$ cat src/rtl/fls_pkg.sv
// Shared types and constants for the filtering LIFO stack.
`timescale 1ns / 1ps
`default_nettype none
package fls_pkg;

  localparam logic [2:0] CMD_PUSH         = 3'd0;
  localparam logic [2:0] CMD_POP          = 3'd1;
  localparam logic [2:0] CMD_REMOVE_VALUE = 3'd2;
  localparam logic [2:0] CMD_REMOVE_EVEN  = 3'd3;
  localparam logic [2:0] CMD_CLEAR        = 3'd4;

  localparam logic [1:0] STAT_OK    = 2'd0;
  localparam logic [1:0] STAT_EMPTY = 2'd1;
  localparam logic [1:0] STAT_FULL  = 2'd2;

  typedef struct packed {
    logic [2:0]         cmd;
    logic signed [31:0] operand_value;
  } in_item_t;

  typedef struct packed {
    logic signed [31:0] popped_value;
    logic [1:0]         status;
    logic               found;
    logic [6:0]         depth_after;
  } out_item_t;

  typedef enum logic [2:0] {
    OP_PUSH,
    OP_POP,
    OP_REM_VAL,
    OP_REM_EVEN,
    OP_CLEAR,
    OP_NOP
  } op_t;

  typedef struct packed {
    op_t                op;
    logic signed [31:0] operand;
  } q_item_t;

  typedef enum logic [1:0] {
    ENG_IDLE,
    ENG_POP,
    ENG_SCAN
  } eng_state_t;

endpackage
`default_nettype wire

$ cat src/rtl/fls_front.sv
// Front end: accepts input items and classifies each command for the queue.
`timescale 1ns / 1ps
`default_nettype none
module fls_front
  import fls_pkg::*;
(
  input  wire logic     in_valid,
  input  wire in_item_t in_item,
  output logic          in_stall,
  output logic          enq_valid,
  output q_item_t       enq_item,
  input  wire logic     enq_full
);

  always_comb begin
    enq_item.operand = in_item.operand_value;
    unique case (in_item.cmd)
      CMD_PUSH:         enq_item.op = OP_PUSH;
      CMD_POP:          enq_item.op = OP_POP;
      CMD_REMOVE_VALUE: enq_item.op = OP_REM_VAL;
      CMD_REMOVE_EVEN:  enq_item.op = OP_REM_EVEN;
      CMD_CLEAR:        enq_item.op = OP_CLEAR;
      default:          enq_item.op = OP_NOP;
    endcase
  end

  assign enq_valid = in_valid;
  assign in_stall  = enq_full;

endmodule
`default_nettype wire

$ cat src/rtl/fls_queue.sv
// Two-entry command queue between front end and execution engine.
`timescale 1ns / 1ps
`default_nettype none
module fls_queue
  import fls_pkg::*;
(
  input  wire logic    clk,
  input  wire logic    rst_n,
  input  wire logic    enq_valid,
  input  wire q_item_t enq_item,
  output logic         enq_full,
  output logic         deq_valid,
  output q_item_t      deq_item,
  input  wire logic    deq
);

  q_item_t    slot_r [2];
  logic       wptr_r;
  logic       wptr_nxt;
  logic       rptr_r;
  logic       rptr_nxt;
  logic [1:0] fill_r;
  logic [1:0] fill_nxt;
  logic       do_enq;
  logic       do_deq;

  assign enq_full  = (fill_r == 2'd2);
  assign deq_valid = (fill_r != 2'd0);
  assign deq_item  = slot_r[rptr_r];
  assign do_enq    = enq_valid && !enq_full;
  assign do_deq    = deq && deq_valid;

  always_comb begin
    wptr_nxt = do_enq ? ~wptr_r : wptr_r;
    rptr_nxt = do_deq ? ~rptr_r : rptr_r;
    fill_nxt = fill_r + {1'b0, do_enq} - {1'b0, do_deq};
  end

  always_ff @(posedge clk) begin
    if (!rst_n) begin
      wptr_r <= 1'b0;
      rptr_r <= 1'b0;
      fill_r <= 2'd0;
    end else begin
      wptr_r <= wptr_nxt;
      rptr_r <= rptr_nxt;
      fill_r <= fill_nxt;
    end
  end

  always_ff @(posedge clk) begin
    if (do_enq) begin
      slot_r[wptr_r] <= enq_item;
    end
  end

endmodule
`default_nettype wire

$ cat src/rtl/fls_engine.sv
// Execution engine: entry store, depth counter, compaction sequencer, result register.
`timescale 1ns / 1ps
`default_nettype none
module fls_engine
  import fls_pkg::*;
#(
  parameter int STACK_DEPTH = 64
) (
  input  wire logic    clk,
  input  wire logic    rst_n,
  input  wire logic    q_valid,
  input  wire q_item_t q_item,
  output logic         q_deq,
  output logic         out_valid,
  output out_item_t    out_item,
  input  wire logic    out_stall
);

  localparam int AW = (STACK_DEPTH > 1) ? $clog2(STACK_DEPTH) : 1;
  localparam int CW = $clog2(STACK_DEPTH + 1);

  logic signed [31:0] mem [STACK_DEPTH];

  eng_state_t         state_r;
  eng_state_t         state_nxt;
  logic [CW-1:0]      count_r;
  logic [CW-1:0]      count_nxt;
  logic [CW-1:0]      rd_r;
  logic [CW-1:0]      rd_nxt;
  logic [CW-1:0]      wr_r;
  logic [CW-1:0]      wr_nxt;
  logic signed [31:0] key_r;
  logic signed [31:0] key_nxt;
  logic               even_r;
  logic               even_nxt;
  logic               hit_r;
  logic               hit_nxt;
  logic signed [31:0] rdata_r;
  logic               out_valid_r;
  out_item_t          out_item_r;

  logic               out_free;
  logic               emit;
  out_item_t          res;
  logic               mem_we;
  logic [AW-1:0]      mem_waddr;
  logic signed [31:0] mem_wdata;
  logic               mem_re;
  logic [AW-1:0]      mem_raddr;
  logic [CW-1:0]      count_m1;
  logic               full;
  logic               keep;
  logic               last;

  assign out_free  = !out_valid_r || !out_stall;
  assign count_m1  = count_r - CW'(1);
  assign full      = (count_r == CW'(STACK_DEPTH));
  assign keep      = even_r ? rdata_r[0] : (rdata_r != key_r);
  assign last      = (rd_r == count_r);
  assign out_valid = out_valid_r;
  assign out_item  = out_item_r;

  always_comb begin
    state_nxt        = state_r;
    count_nxt        = count_r;
    rd_nxt           = rd_r;
    wr_nxt           = wr_r;
    key_nxt          = key_r;
    even_nxt         = even_r;
    hit_nxt          = hit_r;
    q_deq            = 1'b0;
    emit             = 1'b0;
    mem_we           = 1'b0;
    mem_waddr        = count_r[AW-1:0];
    mem_wdata        = q_item.operand;
    mem_re           = 1'b0;
    mem_raddr        = count_m1[AW-1:0];
    res.popped_value = '0;
    res.status       = STAT_OK;
    res.found        = 1'b0;

    unique case (state_r)
      ENG_IDLE: begin
        if (q_valid) begin
          unique case (q_item.op)
            OP_PUSH: begin
              if (out_free) begin
                q_deq = 1'b1;
                emit  = 1'b1;
                if (full) begin
                  res.status = STAT_FULL;
                end else begin
                  mem_we    = 1'b1;
                  count_nxt = count_r + CW'(1);
                end
              end
            end
            OP_POP: begin
              if (count_r == '0) begin
                if (out_free) begin
                  q_deq      = 1'b1;
                  emit       = 1'b1;
                  res.status = STAT_EMPTY;
                end
              end else begin
                q_deq     = 1'b1;
                mem_re    = 1'b1;
                count_nxt = count_m1;
                state_nxt = ENG_POP;
              end
            end
            OP_REM_VAL, OP_REM_EVEN: begin
              if (count_r == '0) begin
                if (out_free) begin
                  q_deq = 1'b1;
                  emit  = 1'b1;
                end
              end else begin
                q_deq     = 1'b1;
                mem_re    = 1'b1;
                mem_raddr = '0;
                rd_nxt    = CW'(1);
                wr_nxt    = '0;
                key_nxt   = q_item.operand;
                even_nxt  = (q_item.op == OP_REM_EVEN);
                hit_nxt   = 1'b0;
                state_nxt = ENG_SCAN;
              end
            end
            OP_CLEAR: begin
              if (out_free) begin
                q_deq     = 1'b1;
                emit      = 1'b1;
                count_nxt = '0;
              end
            end
            default: begin
              if (out_free) begin
                q_deq = 1'b1;
                emit  = 1'b1;
              end
            end
          endcase
        end
      end
      ENG_POP: begin
        if (out_free) begin
          emit             = 1'b1;
          res.popped_value = rdata_r;
          state_nxt        = ENG_IDLE;
        end
      end
      ENG_SCAN: begin
        if (!last || out_free) begin
          if (keep) begin
            mem_we    = 1'b1;
            mem_waddr = wr_r[AW-1:0];
            mem_wdata = rdata_r;
            wr_nxt    = wr_r + CW'(1);
          end else begin
            hit_nxt = 1'b1;
          end
          if (last) begin
            emit      = 1'b1;
            count_nxt = wr_nxt;
            res.found = !even_r && hit_nxt;
            state_nxt = ENG_IDLE;
          end else begin
            mem_re    = 1'b1;
            mem_raddr = rd_r[AW-1:0];
            rd_nxt    = rd_r + CW'(1);
          end
        end
      end
      default: begin
        state_nxt = ENG_IDLE;
      end
    endcase

    res.depth_after = 7'(count_nxt);
  end

  always_ff @(posedge clk) begin
    if (!rst_n) begin
      state_r     <= ENG_IDLE;
      count_r     <= '0;
      out_valid_r <= 1'b0;
    end else begin
      state_r <= state_nxt;
      count_r <= count_nxt;
      if (emit) begin
        out_valid_r <= 1'b1;
      end else if (!out_stall) begin
        out_valid_r <= 1'b0;
      end
    end
  end

  always_ff @(posedge clk) begin
    rd_r   <= rd_nxt;
    wr_r   <= wr_nxt;
    key_r  <= key_nxt;
    even_r <= even_nxt;
    hit_r  <= hit_nxt;
    if (emit) begin
      out_item_r <= res;
    end
  end

  always_ff @(posedge clk) begin
    if (mem_we) begin
      mem[mem_waddr] <= mem_wdata;
    end
    if (mem_re) begin
      rdata_r <= mem[mem_raddr];
    end
  end

endmodule
`default_nettype wire

$ cat src/rtl/filtering_lifo_stack.sv
// Push, clear and flagged commands pass the command queue and result register; pop also
// passes the entry store read register. Remove value and remove even read one stored entry
// per cycle through the single read port of the entry store, the last waiting on a held
// output; push and clear sustain one item per cycle unless the output stalls; pop and removal
// hold the engine until their result is written. Reset clears the depth counter, command
// queue and result valid flag; the entry store is not cleared and needs no clearing pass.
`timescale 1ns / 1ps
`default_nettype none
module filtering_lifo_stack
  import fls_pkg::*;
#(
  parameter int STACK_DEPTH = 64
) (
  input  wire logic      clk,
  input  wire logic      rst_n,
  input  wire logic      in_valid,
  input  wire in_item_t  in_item,
  output logic           in_stall,
  output logic           out_valid,
  output out_item_t      out_item,
  input  wire logic      out_stall
);

  logic    enq_valid;
  q_item_t enq_item;
  logic    enq_full;
  logic    q_valid;
  q_item_t q_item;
  logic    q_deq;

  fls_front u_front (
    .in_valid  (in_valid),
    .in_item   (in_item),
    .in_stall  (in_stall),
    .enq_valid (enq_valid),
    .enq_item  (enq_item),
    .enq_full  (enq_full)
  );

  fls_queue u_queue (
    .clk       (clk),
    .rst_n     (rst_n),
    .enq_valid (enq_valid),
    .enq_item  (enq_item),
    .enq_full  (enq_full),
    .deq_valid (q_valid),
    .deq_item  (q_item),
    .deq       (q_deq)
  );

  fls_engine #(
    .STACK_DEPTH (STACK_DEPTH)
  ) u_engine (
    .clk       (clk),
    .rst_n     (rst_n),
    .q_valid   (q_valid),
    .q_item    (q_item),
    .q_deq     (q_deq),
    .out_valid (out_valid),
    .out_item  (out_item),
    .out_stall (out_stall)
  );

endmodule
`default_nettype wire

$ cat config.mk
export PLATFORM = sky130hd
export DESIGN_NAME = filtering_lifo_stack
export DESIGN_NICKNAME = d
export VERILOG_FILES = /design/src/rtl/fls_pkg.sv /design/src/rtl/fls_front.sv /design/src/rtl/fls_queue.sv /design/src/rtl/fls_engine.sv /design/src/rtl/filtering_lifo_stack.sv
export SDC_FILE = /design/constraint.sdc
export NUM_CORES = 2
export LEC_CHECK = 0
export ABC_AREA = 1
export BUFFER_PORTS_ARGS = -buffer_cell sky130_fd_sc_hd__buf_4
export CORE_MARGIN = 5
export CORE_UTILIZATION = 50
export DETAILED_ROUTE_END_ITERATION = 10
export PLACE_DENSITY = 0.63
export SLEW_MARGIN = 15
export SYNTH_ARGS = -nofsm -noshare
export SYNTH_HDL_FRONTEND = slang
export SYNTH_SLANG_ARGS = --single-unit
$ cat constraint.sdc
create_clock -name clk -period 11.1 [get_ports clk]
set_input_delay 0 -clock clk [delete_from_list [all_inputs] [get_ports clk]]
set_output_delay 0 -clock clk [all_outputs]
set_load 0.05 [all_outputs]
==> results.yml <==
outcome:
  status: "complete, no violations"
clock_tree:
  tritoncts: "built"
  clk_pin_slew_ns: 0.06
  cts_root_buf: "clkbuf_16"
  htreeDepth: 4
  clkSinkCount: 2255
  clk_path_buf_depth: 3
  numCtsBuffers: 227
  clk_latency_ns: 0.86
  cts.repair.resized: 0
synthesis:
  synth_warnings: 0
  synth_seq_cells: 2255
  synth_area_leaders: "edfxtp_1 (68%), nand3_1 (11%), nand2_1 (6.0%), inv_1 (5.4%), nand3b_1 (4.6%)"
  yosysTopAreaCellShare: 0.681
  yosysSeqAreaShare: 0.684
  syn_nets: 8979
  yosysTopAreaCell: "edfxtp_1"
  ys_types: 42
  synth.avg_cell_area_um2: 11.1
  synth_cells: 8933
  synth_area_mm2: 0.0987
critical_path:
  cp.required_ns: 11.60
  cp-end-kind: "flop"
  critical_path_class: "reg2reg"
  crit_chain: "inv_1, ha_1, nand3_1, nor2_2, nand2_1, inv_2, ha_1, nor2_1, nand2_1, nand2_1, nand2_1, inv_8, buf_4, buf_4, buf_4, nand3_1, nand3_1, nand3_1, nand3_1, nand3_1, nand3_1, nand2_1"
  cp_common_cell: "nand3_1"
  crit_fanout: 103
  crit_path_start_kind: "flop"
  slowest_stage: "buf_4"
  max_stage_delay_ns: 0.89
  arrival_ns: 7.92
die:
  die-area_mm2: 0.206
  coreArea_mm2: 0.197
  num_io_pins: 83
  start_util: 0.502
  die_y_um: 454
  die_w_um: 454
  num_rows: 163
sta:
  fin_skew_ns: 0.0314
  rsz0062_at_grt: "false"
  setup_tns_ns: 0
  max_freq_mhz: 135
  slew_viol_final: 0
  setup_viol: 0
  fin_crit_sh: 0.668
  hold_violations: 0
  fin_hold_ws_ns: 0.112
  tightest_slew_ns: 1.26
  slew_headroom: 0.158
  period_needed_ns: 7.42
job:
  maxCapViolCount: 0
route:
  detail-route-antenna-nets: 0
  drc: 0
  dr.pass1.iters: 7
  via_count: 67200
  wire_per_inst_um: 24.7
  viasPerCell: 5.72
  wl_um: 290000
  drtIter0Drc: 8068
global_routing:
  grt_start_max_net_pins: 204
  met2_usage: 0.438
  track_usage: 0.277
  grt_pass1_wl_um: 424000
  top_usage_layer: "met2"
  met3_usage: 0.0529
  grt_overflow_total: 0
  antenna_found_initial: 12
  grt_pass1_vias: 63900
  gr-usage-met1: 0.385
final_layout:
  area_growth_syn_to_layout_pct: 11.7
  post-route-util: 0.561
  final_cell_mix: "edfxtp_1 (2240), nand3_1 (2137), nand2_1 (1568), inv_1 (1407), nand3b_1 (608)"
  drive_above_1_share: 0.0768
  nNetsFinal: 8972
  mostFrequentLayoutCell: "edfxtp_1"
power_and_ir_drop:
  ir_drop_mv: 0.173
  power_mw: 24.7
  p_per_area_mw_per_mm2: 224
  p_leak_nw: 43.1
placement:
  io_buffers: 82
  dpl.hpwl_um: 150000
  place_congestion: 0.927
min_path:
  hold_class: "in2reg"
==> metal layers <==
metal | vias to the layer above | share of wire
met5 | - | 0.00024
met4 | 10 | 0.036
met3 | 594 | 0.092
met2 | 3282 | 0.46
met1 | 33000 | 0.41
li1 | 30400 | -
==> repair_timing <==
action | in CTS | in global routing
buffers inserted | 0 | 0
setup endpoints to repair | 0 | 0
hold endpoints to repair | 85 | 0
hold buffers | 76 | 0
==> through the flow <==
step                      setup slack [ns]  cells  area (um^2)
final                                 3.68  11800       110000
after global routing                  3.38  11700       110000
after CTS                             3.88  11700       110000
after detailed placement              3.89  11300       103000
after global placement                3.91  11300       103000
after floorplan                       5.98   8933        98700
==> final cells by class <==
cell class | instances | area, um^2
Fill cell | 16100 | 86500
Sequential cell | 2255 | 67600
Multi-Input combinational cell | 4710 | 24400
Clock buffer | 285 | 6000
Inverter | 1420 | 5370
Tap cell | 2640 | 3300
Timing Repair Buffer | 312 | 2670
Clock inverter | 124 | 995
Antenna cell | 5 | 12.5
==> cells by family (layout without fill, tap and decap cells) <==
kind of cell               Yosys count  in the layout  share of synthesized area
AOI/OAI and AO/OA                  122            122                    0.00687
and+or+nand+nor                   4519           4519                      0.223
buffers and inverters             1968           2141                     0.0785
xor gates and xnor gates            30             30                    0.00266
muxes                               32             32                    0.00365
other                                0              5                          0
DFF                               2255           2255                      0.684
adders and majority gates            7              7                   0.000887
==> cell usage after synthesis <==
cell type / instances
edfxtp_1: 2240
nand3_1: 2138
nand2_1: 1569
inv_1: 1408
nand3b_1: 608
clkbuf_1: 252
buf_2: 159
nor2_1: 153
buf_1: 94
o21ai_0: 66
buf_4: 42
mux2_2: 32
a21oi_1: 28
xnor2_1: 16
dfxtp_1: 15
nand4_1: 15
or2_2: 14
xor2_1: 14
inv_2: 11
nor3_1: 8
ha_1: 7
nor4_1: 5
o21ai_1: 5
o22ai_1: 5
nand2_2: 4
a22oi_1: 3
nor2_2: 3
o211ai_1: 3
a31oi_1: 2
o2111ai_1: 2
a2111o_1: 1
a21boi_0: 1
a21o_1: 1
a21oi_2: 1
a21oi_4: 1
and2_1: 1
buf_6: 1
clkinv_1: 1
nor2_4: 1
o21a_1: 1
o21ai_2: 1
o221ai_1: 1
==> registers in the layout, indices dropped and copies added (netlist names), 7 cells and up, named ones only <==
register / flops
u_engine.rd_r: 7
u_queue.slot_r: 70
u_engine.mem: 2048
u_engine.rdata_r: 32
u_engine.count_r: 7
u_engine.out_item: 42
u_engine.wr_r: 7
u_engine.key_r: 32
==> final timing paths <==
path / startpoint / end / slack (ns) / depth (start not counted)
setup / recovery: u_engine.count_r[1]$_SDFF_PN0_ / u_engine.rdata_r[22]$_DFFE_PP_ / 3.68 / 22
hold / removal: in_item[33] / u_queue.slot_r[1][33]$_DFFE_PP_ / 0.11 / 4
setup reg to reg: u_engine.count_r[1]$_SDFF_PN0_ / u_engine.rdata_r[22]$_DFFE_PP_ / 3.68 / 22
hold reg to reg: u_queue.rptr_r$_SDFFE_PN0P_ / u_queue.rptr_r$_SDFFE_PN0P_ / 0.46 / 1
==> report_power, final <==
group | internal [mW] | switching, mW
clock | 4.12 | 3.21
sequential | 10.6 | 0.0592
combinational | 1.42 | 5.34
==> worst max-delay path, delay by kind of cell (launching register included) <==
kind	cells	cell delay (ns)
DFF	1	0.61
and+or+nand+nor	14	2.37
adders and majority gates	2	0.48
buffers and inverters	6	3.45
Power figures use the tool's default switching activity.
